[config.mk]
export PLATFORM = sky130hd
export DESIGN_NAME = neighborhood_median_accumulator_top
export DESIGN_NICKNAME = d
export VERILOG_FILES = /design/src/rtl/core/nma_pkg.sv /design/src/rtl/core/nma_ctrl.sv /design/src/rtl/core/nma_dp.sv /design/src/rtl/core/neighborhood_median_accumulator_top.sv
export SDC_FILE = /design/constraint.sdc
export NUM_CORES = 2
export LEC_CHECK = 0
export BUFFER_PORTS_ARGS = -buffer_cell sky130_fd_sc_hd__buf_2
export CAP_MARGIN = 30
export CORE_MARGIN = 2
export CORE_UTILIZATION = 50
export DETAILED_ROUTE_END_ITERATION = 10
export HOLD_SLACK_MARGIN = 0.06
export PLACE_DENSITY = 0.65
export REMOVE_ABC_BUFFERS = 1
export SLEW_MARGIN = 10
export SYNTH_ARGS = -nofsm -noshare
export SYNTH_HDL_FRONTEND = slang
export SYNTH_SLANG_ARGS = --single-unit
[constraint.sdc]
create_clock -name clk_i -period 7.9 [get_ports clk_i]
set_input_delay 0 -clock clk_i [delete_from_list [all_inputs] [get_ports clk_i]]
set_output_delay 0 -clock clk_i [all_outputs]
set_load 0.03 [all_outputs]
[src/rtl/core/nma_pkg.sv]
`timescale 1ns / 1ps
// ----------------------------------------------------------------------------
// Neighbourhood median accumulator package
// Shared types, constants and the window size function.
// ----------------------------------------------------------------------------
package nma_pkg;

  localparam int unsigned SampleBits = 16;
  localparam int unsigned StoreDepth = 128;
  localparam int unsigned AddrW      = $clog2(StoreDepth);
  localparam int unsigned PosW       = AddrW + 2;
  localparam int unsigned CntW       = 7;
  localparam int unsigned LimW       = CntW + 1;
  localparam int unsigned RadW       = 2;
  localparam logic [RadW-1:0] MaxRadius = 2'd2;

  localparam logic [1:0] RegRadius0 = 2'd0;
  localparam logic [1:0] RegRadius1 = 2'd1;
  localparam logic [1:0] RegRadius2 = 2'd2;

  typedef logic signed [SampleBits-1:0] sample_t;

  typedef enum logic [3:0] {
    StIdle,
    StFirst,
    StMedRd,
    StMed,
    StScanRd,
    StScan,
    StShiftRd,
    StShift,
    StFin,
    StOutRd,
    StOut
  } nma_state_e;

  typedef struct packed {
    logic accept;
    logic first;
    logic decide;
    logic scan_step;
    logic shift;
    logic finish;
    logic load_out;
  } nma_cmd_t;

  typedef struct packed {
    logic upper_zero_next;
    logic scan_go;
    logic shift_more;
    logic last;
    logic out_free;
  } nma_status_t;

  function automatic logic [CntW-1:0] win_total(input logic [RadW-1:0] r0,
                                                input logic [RadW-1:0] r1,
                                                input logic [RadW-1:0] r2);
    logic [2:0] a;
    logic [2:0] b;
    logic [2:0] c;
    logic [8:0] p;
    a = {(r0 > MaxRadius) ? MaxRadius : r0, 1'b1};
    b = {(r1 > MaxRadius) ? MaxRadius : r1, 1'b1};
    c = {(r2 > MaxRadius) ? MaxRadius : r2, 1'b1};
    p = {6'd0, a} * {6'd0, b} * {6'd0, c};
    return p[CntW-1:0];
  endfunction

endpackage

[src/rtl/core/nma_ctrl.sv]
`timescale 1ns / 1ps
// ----------------------------------------------------------------------------
// Neighbourhood median accumulator controller
// Sequences the first write, the median read, the outward scan, the shifting insertion and the median hand-over.
// ----------------------------------------------------------------------------
module nma_ctrl (
  input  logic                clk_i,
  input  logic                rst_ni,
  input  logic                in_valid_i,
  output logic                in_ready_o,
  input  nma_pkg::nma_status_t st_i,
  output nma_pkg::nma_cmd_t    cmd_o
);

  nma_pkg::nma_state_e state_q, state_d;

  always_ff @(posedge clk_i or negedge rst_ni) begin
    if (!rst_ni) begin
      state_q <= nma_pkg::StIdle;
    end else begin
      state_q <= state_d;
    end
  end

  always_comb begin
    state_d = state_q;
    unique case (state_q)
      nma_pkg::StIdle: begin
        if (in_valid_i) begin
          state_d = st_i.upper_zero_next ? nma_pkg::StFirst : nma_pkg::StMedRd;
        end
      end
      nma_pkg::StFirst:   state_d = nma_pkg::StFin;
      nma_pkg::StMedRd:   state_d = nma_pkg::StMed;
      nma_pkg::StMed:     state_d = nma_pkg::StScanRd;
      nma_pkg::StScanRd:  state_d = nma_pkg::StScan;
      nma_pkg::StScan: begin
        if (st_i.scan_go) begin
          state_d = nma_pkg::StScanRd;
        end else begin
          state_d = st_i.shift_more ? nma_pkg::StShiftRd : nma_pkg::StFin;
        end
      end
      nma_pkg::StShiftRd: state_d = nma_pkg::StShift;
      nma_pkg::StShift:   state_d = st_i.shift_more ? nma_pkg::StShiftRd : nma_pkg::StFin;
      nma_pkg::StFin:     state_d = st_i.last ? nma_pkg::StOutRd : nma_pkg::StIdle;
      nma_pkg::StOutRd:   state_d = nma_pkg::StOut;
      nma_pkg::StOut: begin
        if (st_i.out_free) begin
          state_d = nma_pkg::StIdle;
        end
      end
      default: state_d = nma_pkg::StIdle;
    endcase
  end

  always_comb begin
    cmd_o      = '0;
    in_ready_o = 1'b0;
    unique case (state_q)
      nma_pkg::StIdle: begin
        in_ready_o    = 1'b1;
        cmd_o.accept  = in_valid_i;
      end
      nma_pkg::StFirst: cmd_o.first  = 1'b1;
      nma_pkg::StMed:   cmd_o.decide = 1'b1;
      nma_pkg::StScan: begin
        cmd_o.scan_step = st_i.scan_go;
        cmd_o.shift     = !st_i.scan_go;
      end
      nma_pkg::StShift: cmd_o.shift    = 1'b1;
      nma_pkg::StFin:   cmd_o.finish   = 1'b1;
      nma_pkg::StOut:   cmd_o.load_out = st_i.out_free;
      default: begin
      end
    endcase
  end

endmodule

[src/rtl/core/nma_dp.sv]
`timescale 1ns / 1ps
// ----------------------------------------------------------------------------
// Neighbourhood median accumulator datapath
// Holds the sorted store, the radius registers, the window bookkeeping and the output register.
// ----------------------------------------------------------------------------
module nma_dp (
  input  logic                             clk_i,
  input  logic                             rst_ni,
  input  logic                             cfg_we_i,
  input  logic [1:0]                       cfg_idx_i,
  input  logic [nma_pkg::RadW-1:0]         cfg_data_i,
  input  nma_pkg::sample_t                 sample_i,
  input  logic                             window_start_i,
  output logic                             out_valid_o,
  input  logic                             out_ready_i,
  output nma_pkg::sample_t                 median_o,
  input  nma_pkg::nma_cmd_t                cmd_i,
  output nma_pkg::nma_status_t             st_o
);

  localparam int unsigned CntW = nma_pkg::CntW;
  localparam int unsigned LimW = nma_pkg::LimW;
  localparam int unsigned PosW = nma_pkg::PosW;
  localparam int unsigned AddrW = nma_pkg::AddrW;

  nma_pkg::sample_t mem [nma_pkg::StoreDepth];
  nma_pkg::sample_t rdata_q;
  logic             rd_ok_q;

  logic [nma_pkg::RadW-1:0] r0_q, r1_q, r2_q, r0_d, r1_d, r2_d;
  logic [CntW-1:0]          total_q, total_d, total_n;
  logic [CntW-1:0]          uc_q, uc_d, lc_q, lc_d, samples_q, samples_d;
  logic signed [LimW-1:0]   ul_q, ul_d, ll_q, ll_d, lim_q, lim_d, idx_q, idx_d;
  logic signed [PosW-1:0]   pos_q, pos_d, med_q, med_d;
  nma_pkg::sample_t         v_q, v_d, out_q, out_d;
  logic                     up_q, up_d, out_valid_q, out_valid_d;

  logic [CntW-1:0]          uc_a, lc_a;
  logic signed [LimW-1:0]   ul_a, ll_a, uce, lce;
  logic signed [PosW-1:0]   med_a, phys, pos_step;
  logic                     pos_ok, up_a, mem_we;
  nma_pkg::sample_t         rv;

  assign phys     = pos_q + PosW'(1);
  assign pos_ok   = (phys[PosW-1:AddrW] == '0);
  assign rv       = rd_ok_q ? rdata_q : '0;
  assign pos_step = up_q ? (pos_q + PosW'(1)) : (pos_q - PosW'(1));
  assign mem_we   = (cmd_i.first || cmd_i.shift) && pos_ok;

  always_ff @(posedge clk_i) begin
    if (mem_we) begin
      mem[phys[AddrW-1:0]] <= v_q;
    end
    rdata_q <= mem[phys[AddrW-1:0]];
  end

  assign st_o.upper_zero_next = window_start_i || (uc_q == '0);
  assign st_o.scan_go    = (idx_q < lim_q) && (up_q ? (v_q >= rv) : (v_q <= rv));
  assign st_o.shift_more = (idx_q + LimW'(1)) <= lim_q;
  assign st_o.last       = ({1'b0, samples_q} + (CntW + 1)'(1)) >= {1'b0, total_q};
  assign st_o.out_free   = !out_valid_q || out_ready_i;

  // Balance step and scan limit for the side chosen against the current median.
  always_comb begin
    up_a  = v_q >= rv;
    uc_a  = uc_q;
    lc_a  = lc_q;
    ul_a  = ul_q;
    ll_a  = ll_q;
    med_a = med_q;
    if (up_a && (uc_q > lc_q)) begin
      med_a = med_q + PosW'(1);
      uc_a  = uc_q - CntW'(1);
      lc_a  = lc_q + CntW'(1);
      ul_a  = ul_q - LimW'(1);
      ll_a  = ll_q + LimW'(1);
    end else if (!up_a && (lc_q > uc_q)) begin
      med_a = med_q - PosW'(1);
      lc_a  = lc_q - CntW'(1);
      uc_a  = uc_q + CntW'(1);
      ll_a  = ll_q - LimW'(1);
      ul_a  = ul_q + LimW'(1);
    end
    uce = $signed({1'b0, uc_a});
    lce = $signed({1'b0, lc_a});
  end

  always_comb begin
    r0_d = r0_q;
    r1_d = r1_q;
    r2_d = r2_q;
    if (cfg_we_i) begin
      case (cfg_idx_i)
        nma_pkg::RegRadius0: r0_d = cfg_data_i;
        nma_pkg::RegRadius1: r1_d = cfg_data_i;
        nma_pkg::RegRadius2: r2_d = cfg_data_i;
        default: begin
        end
      endcase
    end
    total_n = nma_pkg::win_total(r0_d, r1_d, r2_d);
  end

  always_comb begin
    total_d     = total_q;
    uc_d        = uc_q;
    lc_d        = lc_q;
    ul_d        = ul_q;
    ll_d        = ll_q;
    lim_d       = lim_q;
    idx_d       = idx_q;
    pos_d       = pos_q;
    med_d       = med_q;
    samples_d   = samples_q;
    v_d         = v_q;
    up_d        = up_q;
    out_d       = out_q;
    out_valid_d = out_valid_q && !out_ready_i;

    if (cmd_i.accept) begin
      v_d = sample_i;
      if (window_start_i) begin
        uc_d      = '0;
        lc_d      = '0;
        samples_d = '0;
        med_d     = $signed({2'b00, total_q >> 1});
        pos_d     = $signed({2'b00, total_q >> 1});
      end else begin
        pos_d = med_q;
      end
    end

    if (cmd_i.first) begin
      uc_d = CntW'(1);
      lc_d = CntW'(1);
      ul_d = $signed({1'b0, CntW'(({1'b0, total_q} + (CntW + 1)'(1)) >> 1)});
      ll_d = $signed({1'b0, CntW'(({1'b0, total_q} + (CntW + 1)'(1)) >> 1)});
    end

    if (cmd_i.decide) begin
      up_d  = up_a;
      uc_d  = uc_a;
      lc_d  = lc_a;
      ul_d  = ul_a;
      ll_d  = ll_a;
      med_d = med_a;
      pos_d = med_a;
      idx_d = '0;
      if (up_a) begin
        lim_d = (uce < ul_a) ? uce : ul_a;
      end else begin
        lim_d = (lce < ll_a) ? lce : ll_a;
      end
    end

    if (cmd_i.scan_step) begin
      pos_d = pos_step;
      idx_d = idx_q + LimW'(1);
    end

    if (cmd_i.shift) begin
      v_d   = rv;
      pos_d = pos_step;
      idx_d = idx_q + LimW'(1);
      if (!st_o.shift_more) begin
        if (up_q) begin
          uc_d = uc_q + CntW'(1);
          ll_d = ll_q - LimW'(1);
        end else begin
          lc_d = lc_q + CntW'(1);
          ul_d = ul_q - LimW'(1);
        end
      end
    end

    if (cmd_i.finish) begin
      samples_d = samples_q + CntW'(1);
      pos_d     = med_q;
    end

    if (cmd_i.load_out) begin
      out_d       = rv;
      out_valid_d = 1'b1;
      uc_d        = '0;
      lc_d        = '0;
      samples_d   = '0;
      med_d       = $signed({2'b00, total_q >> 1});
    end

    if (cfg_we_i && (cfg_idx_i <= nma_pkg::RegRadius2)) begin
      total_d   = total_n;
      uc_d      = '0;
      lc_d      = '0;
      samples_d = '0;
      med_d     = $signed({2'b00, total_n >> 1});
    end
  end

  always_ff @(posedge clk_i or negedge rst_ni) begin
    if (!rst_ni) begin
      r0_q        <= 2'd1;
      r1_q        <= 2'd1;
      r2_q        <= 2'd0;
      total_q     <= CntW'(9);
      med_q       <= PosW'(4);
      uc_q        <= '0;
      lc_q        <= '0;
      ul_q        <= '0;
      ll_q        <= '0;
      samples_q   <= '0;
      out_valid_q <= 1'b0;
      rd_ok_q     <= 1'b0;
      up_q        <= 1'b0;
      idx_q       <= '0;
      lim_q       <= '0;
      pos_q       <= '0;
    end else begin
      r0_q        <= r0_d;
      r1_q        <= r1_d;
      r2_q        <= r2_d;
      total_q     <= total_d;
      med_q       <= med_d;
      uc_q        <= uc_d;
      lc_q        <= lc_d;
      ul_q        <= ul_d;
      ll_q        <= ll_d;
      samples_q   <= samples_d;
      out_valid_q <= out_valid_d;
      rd_ok_q     <= pos_ok;
      up_q        <= up_d;
      idx_q       <= idx_d;
      lim_q       <= lim_d;
      pos_q       <= pos_d;
    end
  end

  always_ff @(posedge clk_i) begin
    v_q   <= v_d;
    out_q <= out_d;
  end

  assign out_valid_o = out_valid_q;
  assign median_o    = out_q;

  a_first_in_store: assert property (@(posedge clk_i) disable iff (!rst_ni)
    cmd_i.first |-> pos_ok)
    else $error("first sample of a window addressed outside the store");

  a_load_when_free: assert property (@(posedge clk_i) disable iff (!rst_ni)
    cmd_i.load_out |-> (!out_valid_q || out_ready_i))
    else $error("output register overwritten while holding a beat");

  a_upper_bounded: assert property (@(posedge clk_i) disable iff (!rst_ni)
    uc_q <= total_q)
    else $error("upper fill count exceeds window size");

  a_emit_clears: assert property (@(posedge clk_i) disable iff (!rst_ni)
    cmd_i.load_out && !cfg_we_i |=> (samples_q == '0) && (uc_q == '0))
    else $error("window not cleared after emitting a median");

endmodule

[src/rtl/core/neighborhood_median_accumulator_top.sv]
`timescale 1ns / 1ps
// ----------------------------------------------------------------------------
// Neighbourhood median accumulator
// Streams the samples of one neighbourhood and emits their exact median.
//
// Channel  Direction  Handshake                Payload
// in       input      in_valid_i / in_ready_o  sample_i, window_start_i
// out      output     out_valid_o / out_ready_i median_o
// cfg      input      cfg_we_i                 cfg_idx_i, cfg_data_i
//
// The first sample of a window runs the first-write and finish states; any other
// runs the median read and decision, the scan steps, the shift steps and finish.
// The single port of the sorted store, with its registered read, sets the pace.
// The last sample of a window adds the median read and hand-over.
// Reset restores radii 1, 1 and 0; the store itself is not cleared.
// A stalled output holds the controller until the median beat can be loaded.
// ----------------------------------------------------------------------------
module neighborhood_median_accumulator_top (
  input  logic                     clk_i,
  input  logic                     rst_ni,
  input  logic                     cfg_we_i,
  input  logic [1:0]               cfg_idx_i,
  input  logic [nma_pkg::RadW-1:0] cfg_data_i,
  input  logic                     in_valid_i,
  output logic                     in_ready_o,
  input  logic signed [15:0]       sample_i,
  input  logic                     window_start_i,
  output logic                     out_valid_o,
  input  logic                     out_ready_i,
  output logic signed [15:0]       median_o
);

  nma_pkg::nma_cmd_t    cmd;
  nma_pkg::nma_status_t st;

  nma_ctrl u_ctrl (
    .clk_i      (clk_i),
    .rst_ni     (rst_ni),
    .in_valid_i (in_valid_i),
    .in_ready_o (in_ready_o),
    .st_i       (st),
    .cmd_o      (cmd)
  );

  nma_dp u_dp (
    .clk_i          (clk_i),
    .rst_ni         (rst_ni),
    .cfg_we_i       (cfg_we_i),
    .cfg_idx_i      (cfg_idx_i),
    .cfg_data_i     (cfg_data_i),
    .sample_i       (sample_i),
    .window_start_i (window_start_i),
    .out_valid_o    (out_valid_o),
    .out_ready_i    (out_ready_i),
    .median_o       (median_o),
    .cmd_i          (cmd),
    .st_o           (st)
  );

endmodule

* Yosys cells after proc, flatten, opt, wreduce, memory -nomap -nowiden
Memory sizes are Yosys's and may differ from the RTL's. A register that Yosys moved wholly into a read port is not among the register bits. Index checks and enable logic that the tools add are counted.
Operators by class: add/subtract/negate cells 16, multiply operators 2, div/mod/pow operators 0, $lt $le $gt $ge 13, eq/ne operators 14, shift-type cells 0, mux-type cells 89, bitwise operators 0, reduce and logical (&&, ||, !) cells 25
Operators by type and width (count):
- $mux W7 | 27
- $mux W8 | 20
- $mux W9 | 11
- $mux W16 | 3
- $pmux W4 S11 | 1
- $add A8 B2 Y8 const B | 3
- $lt A8 B8 Y1 | 3
- $add A7 B1 Y7 const B | 3
- $mux W2 | 10
- $mux W4 | 5
- $add A9 B2 Y9 const B | 2
- $sub A9 B2 Y9 const B | 2
- $add A7 B1 Y8 const B | 2
- $eq A4 B3 Y1 const B | 4
- $ge A16 B16 Y1 | 1
- $le A16 B16 Y1 | 1
- $sub A8 B2 Y8 const B | 2
- $gt A7 B7 Y1 | 2
- $sub A7 B1 Y7 const B | 2
- $eq A4 B4 Y1 const B | 3
- $reduce_bool A4 Y1 | 3
- $mux W1 | 11
- $eq A4 B2 Y1 const B | 2
- $ge A8 B7 Y1 | 1
- other kinds (21) | 35
Word-level totals: flip-flop bits (word level) 123, latch bits 0, RAM bits 2048, bits in read-only memories 0, input port bits 26, output and inout bits 18, logic and storage cells 179, memories kept 1
Memories:
- u_dp.mem | words 128, bits a word 16, read ports 1, clocked after memory_dff 1, write ports 1, RTL line nma_dp.sv:26 | nma_pkg::sample_t mem [nma_pkg::StoreDepth];

* Logic depth before layout (Yosys ltp)
depth after elaboration 12, depth in mapped cells 27, mapped depth without buffers 24

* Cells and area by module
From an unflattened synthesis, not the netlist that was laid out.
Unflattened totals: cell total of the unflattened synthesis 5189, area total of the unflattened synthesis 84875.2 µm²
By module, submodules not included:
- nma_dp | instances 1, cells an instance 5143, area each 84483.5 µm²
- nma_ctrl | instances 1, cells an instance 46, area each 391.6 µm²

* Worst setup path after synthesis
OpenSTA, ideal clock, no wires.
path kind flip-flop to flip-flop, start point register u_dp.v_q[13], end point register u_dp.lim_q[2], library setup time 87 ps, data arrival time 6303 ps, required time 7813 ps, slack 1510 ps, stages on the path, launching flop included 20, clock period less this slack 6390 ps, path through edfxtp_1 -> ha_1 -> a21oi_1 -> nor2b_1 -> or4_1 -> or3_1 -> buf_6 -> a21oi_4 -> nand4_1 -> and3_1 -> or2_1 -> ha_1 -> nand2_1 -> or4_1 -> a21o_1 -> ha_1 -> inv_1 -> nor3_1 -> o2bb2a_1 -> o211ai_1
On the way: longest elaborated chain between the ends 8, elaborated cells between the ends (all ways) 17
RTL lines:
- from (decl) | RTL line nma_dp.sv:35 | nma_pkg::sample_t v_q, v_d, out_q, out_d;
- from (signal assigned) | RTL line nma_dp.sv:238 | v_q <= v_d;
- $ge A16 B16 Y1 * | RTL line nma_dp.sv:65 | up_a = v_q >= rv;
- $logic_not A1 Y1 | RTL line nma_dp.sv:77 | end else if (!up_a && (lc_q > uc_q)) begin
- $logic_and A1 B1 Y1 | RTL line nma_dp.sv:77
- $mux W7 or $mux W8 (tied branches) | RTL line nma_dp.sv:77
- $mux W7 or $mux W8 (tied branches) | RTL line nma_dp.sv:71 | if (up_a && (uc_q > lc_q)) begin
- $lt A8 B8 Y1 (on tied branches) | RTL line nma_dp.sv:152, nma_dp.sv:150
- $mux W8 (on tied branches) | RTL line nma_dp.sv:152, nma_dp.sv:150
- $mux W8 * | RTL line nma_dp.sv:149 | if (up_a) begin
- to (signal assigned) | RTL line nma_dp.sv:232 | lim_q <= lim_d;
- to (decl) | RTL line nma_dp.sv:33 | logic signed [LimW-1:0] ul_q, ul_d, ll_q, ll_d, lim_q, lim_d, idx_q, idx_d;
Every way passes the cells marked *; elsewhere a longest branch is shown, timed or not. A chain may end at the register's enable or synchronous reset.

* Worst setup path after layout
start point register u_dp.rd_ok_q, end point register u_dp.lim_q[2]
On the way: longest elaborated chain between the ends 9, elaborated cells between the ends (all ways) 18
RTL lines:
- from (decl) | RTL line nma_dp.sv:28 | logic rd_ok_q;
- from (signal assigned) | RTL line nma_dp.sv:229 | rd_ok_q <= pos_ok;
- $mux W16 * | RTL line nma_dp.sv:46 | assign rv = rd_ok_q ? rdata_q : '0;
- $ge A16 B16 Y1 * | RTL line nma_dp.sv:65
- $logic_not A1 Y1 | RTL line nma_dp.sv:77
- $logic_and A1 B1 Y1 | RTL line nma_dp.sv:77
- $mux W7 or $mux W8 (tied branches) | RTL line nma_dp.sv:77
- $mux W7 or $mux W8 (tied branches) | RTL line nma_dp.sv:71
- $lt A8 B8 Y1 (on tied branches) | RTL line nma_dp.sv:152, nma_dp.sv:150
- $mux W8 (on tied branches) | RTL line nma_dp.sv:152, nma_dp.sv:150
- $mux W8 * | RTL line nma_dp.sv:149
Marks and branches as above.

==> impl_metrics.py <==
metrics = {
    "run_status": {
        "status": "finished, final reports clean",
    },
    "logic_synthesis": {
        "synth.ff_latch_count": 2186,
        "synth-compound-area-share_pct": 13.7,
        "synth_area_um2": 84800,
        "avgSynthCellArea_um2": 16.4,
        "ys_types": 90,
        "synth_mux_area_share_pct": 0.882,
        "synth-adder-area-share_pct": 1.40,
        "synth_edf_count": 2080,
        "synthSimpleGateAreaFrac_pct": 4.68,
        "synthArstFlopShare_pct": 4.12,
        "synth_top_family_by_area": "compound AO/OA/AOI/OAI gates",
        "ys.warnings.count": 0,
        "synthCells": 5163,
        "synth_flop_cell": "edfxtp_1",
        "synthXorXnorAreaFrac_pct": 0.609,
        "ys_seq_area_share_pct": 76.7,
    },
    "sta": {
        "fin_setup_tns_ps": 0,
        "layout_min_cycle_time_ps": 6730,
        "tightest_slew_ps": 1120,
        "slew_headroom_pct": 25.0,
        "fin_worst_skew_ps": 69.5,
        "period_share_pct": 85.2,
        "rsz0062_at_grt": "no",
        "setup_viol": 0,
        "fmax_mhz": 149,
        "drv_slew": 0,
        "hold_viol": 0,
    },
    "clock_network": {
        "clock-root-buffer": "clkbuf_16",
        "clk_path_buf_depth": 3,
        "cts.repair.resized": 0,
        "post_cts_buffers": 0,
        "cts.sinks": 2186,
        "ctsHoldBuffers": 45,
        "cts_tree": "built",
        "cts_buffers": 208,
        "clkTransAtPathRegs_ps": 70,
        "clkLatencyLatePin_ps": 870,
        "h-tree-depth": 4,
    },
    "run": {
        "maxCapViolCount": 0,
    },
    "route": {
        "drt_iter0_drc": 7139,
        "wirelength_um": 240000,
        "num_vias": 51300,
        "route.met2.wl_um": 114000,
        "firstDrtPassIters": 6,
        "drc": 0,
        "m1WireLength_um": 94700,
        "routed_via_density": 6.62,
        "wl_per_cell_um": 30.9,
        "wl_met3_um": 23400,
        "topRoutingLayerUsed": "met5",
        "antenna_left": 0,
    },
    "grt": {
        "grt_max_degree": 107,
        "track_usage_pct": 27.3,
        "antenna_found_initial": 5,
        "grt_pass1_vias": 49300,
        "grt_overflow": 0,
        "grt_pass1_wl_um": 348000,
    },
    "die": {
        "die-area_um2": 173000,
        "core_area_um2": 169000,
        "rows": 151,
        "die_w_um": 416,
        "start_util_pct": 50.2,
        "ios": 44,
        "die_h_um": 416,
    },
    "pwr": {
        "power_density_nw_per_um2": 406,
        "power_leakage_nw": 30.4,
        "irDropWorstVdd_v": 0.000445,
    },
    "worst_setup_path": {
        "cp_max_fo": 18,
        "timing.rr.start": "u_dp.rd_ok_q",
        "critPathKind": "register to register",
        "max_stage_delay_ps": 710,
        "critPathCaptureType": "register",
        "r2r_cells": 19,
        "start_kind": "register",
        "crit_path_top_delay_cell": "dfrtp_1",
        "startpoint": "u_dp.rd_ok_q",
        "path_common_cell": "ha_1",
        "cp_cell_sequence": "nand2_1 -> ha_1 -> a41o_1 -> a21oi_1 -> o22ai_1 -> or3_1 -> a21oi_4 -> nand4_1 -> and3_1 -> or2_1 -> ha_1 -> nand2_1 -> or4_1 -> a21o_1 -> ha_1 -> inv_1 -> nor3_1 -> o2bb2a_1 -> o211ai_1",
        "crit_required_ps": 8630,
        "arrival_ps": 7460,
    },
    "layout": {
        "layout_common_cells": "edfxtp_1 (2080), a22oi_1 (756), nand4_1 (252)",
        "nets": 5480,
        "drive_gt1_share_pct": 12.8,
        "layout_commonest_cell": "edfxtp_1",
        "fillers": 12700,
        "final_cells": 7755,
        "area_growth_pct": 13.4,
    },
    "place": {
        "hpwl_um": 138000,
        "place_inst": 7319,
        "gp_congestion": 0.880,
        "io_buffers": 43,
    },
    "hold_path": {
        "holdPathStages": 3,
        "hp-class": "input port to register",
        "worstHoldStart": "sample_i[14]",
    },
}
routing by layer:
| layer | global-route usage (%) | vias to the layer above |
|---|---|---|
| met5 | 0 | - |
| met4 | 9.29 | 4 |
| met3 | 4.57 | 408 |
| met2 | 43.2 | 3007 |
| met1 | 38.8 | 26200 |
| li1 | - | 21700 |
power breakdown:
part           internal [W]  total (W)  switching, W
logic               0.00438     0.0151        0.0107
registers            0.0138     0.0142      0.000362
clock network       0.00540    0.00973       0.00434
final cells by class:
class	count	area [um2]	area share, %
Clock buffer	257	5390	5.60
Sequential cell	2186	65000	67.6
Antenna cell	2	5.00	0.00520
Tap cell	2218	2780	2.88
Timing Repair Buffer	344	3150	3.27
Inverter	82	308	0.320
Clock inverter	125	1260	1.31
Multi-Input combinational cell	2541	18300	19.0
per-stage QoR:
stage                     worst slack [ps]  area (um2)  total power [W]  hold slack, ps  util, %
after floorplan                     -11980       83400           0.0227            -296        -
after detailed placement              1370       89000           0.0293             120     52.7
after global placement                1420       88500           0.0291             122     52.4
after CTS                             1340       96100           0.0389            66.5     56.9
after global routing                   768       96200           0.0404             101     57.0
final                                 1170       96200           0.0390             137     57.0
worst max-delay path: cells and delay by family (launching register included):
kind	cells	cell delay, ps
simple gates	8	2740
buf+inv	1	120
compound gates	7	1950
flops	1	710
fa+ha+maj	3	1090
synth_stat cells (6+ instances only):
master / number / area (um2)
ha_1: 84 / 1050
and3_1: 20 / 125
a31oi_1: 44 / 275
fa_1: 7 / 140
a21oi_1: 63 / 315
dfxtp_1: 16 / 320
nor4_1: 11 / 68.8
nor2b_1: 13 / 81.3
nor2_1: 202 / 758
o221ai_1: 6 / 52.6
nand3_1: 47 / 235
nand2_1: 122 / 458
a31o_2: 6 / 52.6
nand4_1: 252 / 1580
inv_1: 82 / 308
edfxtp_1: 2080 / 62500
a22o_1: 147 / 1290
mux2i_1: 14 / 140
a32oi_1: 8 / 70.1
o21a_1: 12 / 90.1
or3_1: 14 / 87.6
buf_1: 34 / 128
o21ai_1: 6 / 30.0
nor3b_1: 7 / 52.6
and2_1: 15 / 93.8
o211ai_1: 75 / 563
mux4_2: 16 / 360
dfrtp_1: 86 / 2150
nor3_1: 34 / 170
o21ai_0: 176 / 881
mux2_2: 22 / 248
a211oi_1: 20 / 150
buf_2: 33 / 165
o22ai_1: 18 / 113
a221oi_1: 153 / 1340
a22oi_1: 756 / 5680
nand2b_1: 12 / 75.1
xor2_1: 15 / 131
xnor2_1: 44 / 385
clkbuf_1: 280 / 1050
a21o_1: 10 / 75.1
state kept, by name, summed over array words and instances, names as in the netlist:
signal and cells:
u_dp.pos_q 9, u_dp.median_o 16, u_dp.samples_q 7, u_dp.med_q 9, u_dp.idx_q 8, u_dp.r0_q 2
u_dp.ll_q 8, u_dp.rd_ok_q 1, u_dp.r2_q 2, u_dp.out_valid_o 1, u_dp.uc_q 7, u_dp.lim_q 8
u_dp.r1_q 2, u_dp.rdata_q 16, u_dp.mem 2048, u_dp.up_q 1, u_dp.v_q 16, u_dp.ul_q 8
u_ctrl.state_q 4, u_dp.lc_q 7, u_dp.total_q 6
final timing paths:
check                                      to  slack (ps)
worst max-delay path            u_dp.lim_q[2]        1170
min in group asynchronous       u_dp.med_q[6]         270
max in group asynchronous        u_dp.r2_q[1]        7070
worst min register to register   u_dp.ll_q[7]         540
worst min-delay path             u_dp.v_q[14]         140
worst max register to register  u_dp.lim_q[2]        1170
kinds of logic (layout without fill, tap and decap cells):
group	after synthesis	in the layout
AOI/OAI and AO/OA	1566	1566
muxes	52	52
DFF	2186	2186
other	0	2
buffers and inverters	436	808
xor gates and xnor gates	59	59
and+or+nand+nor	773	773
adders and majority gates	91	91
Power figures use the tool's default switching activity.
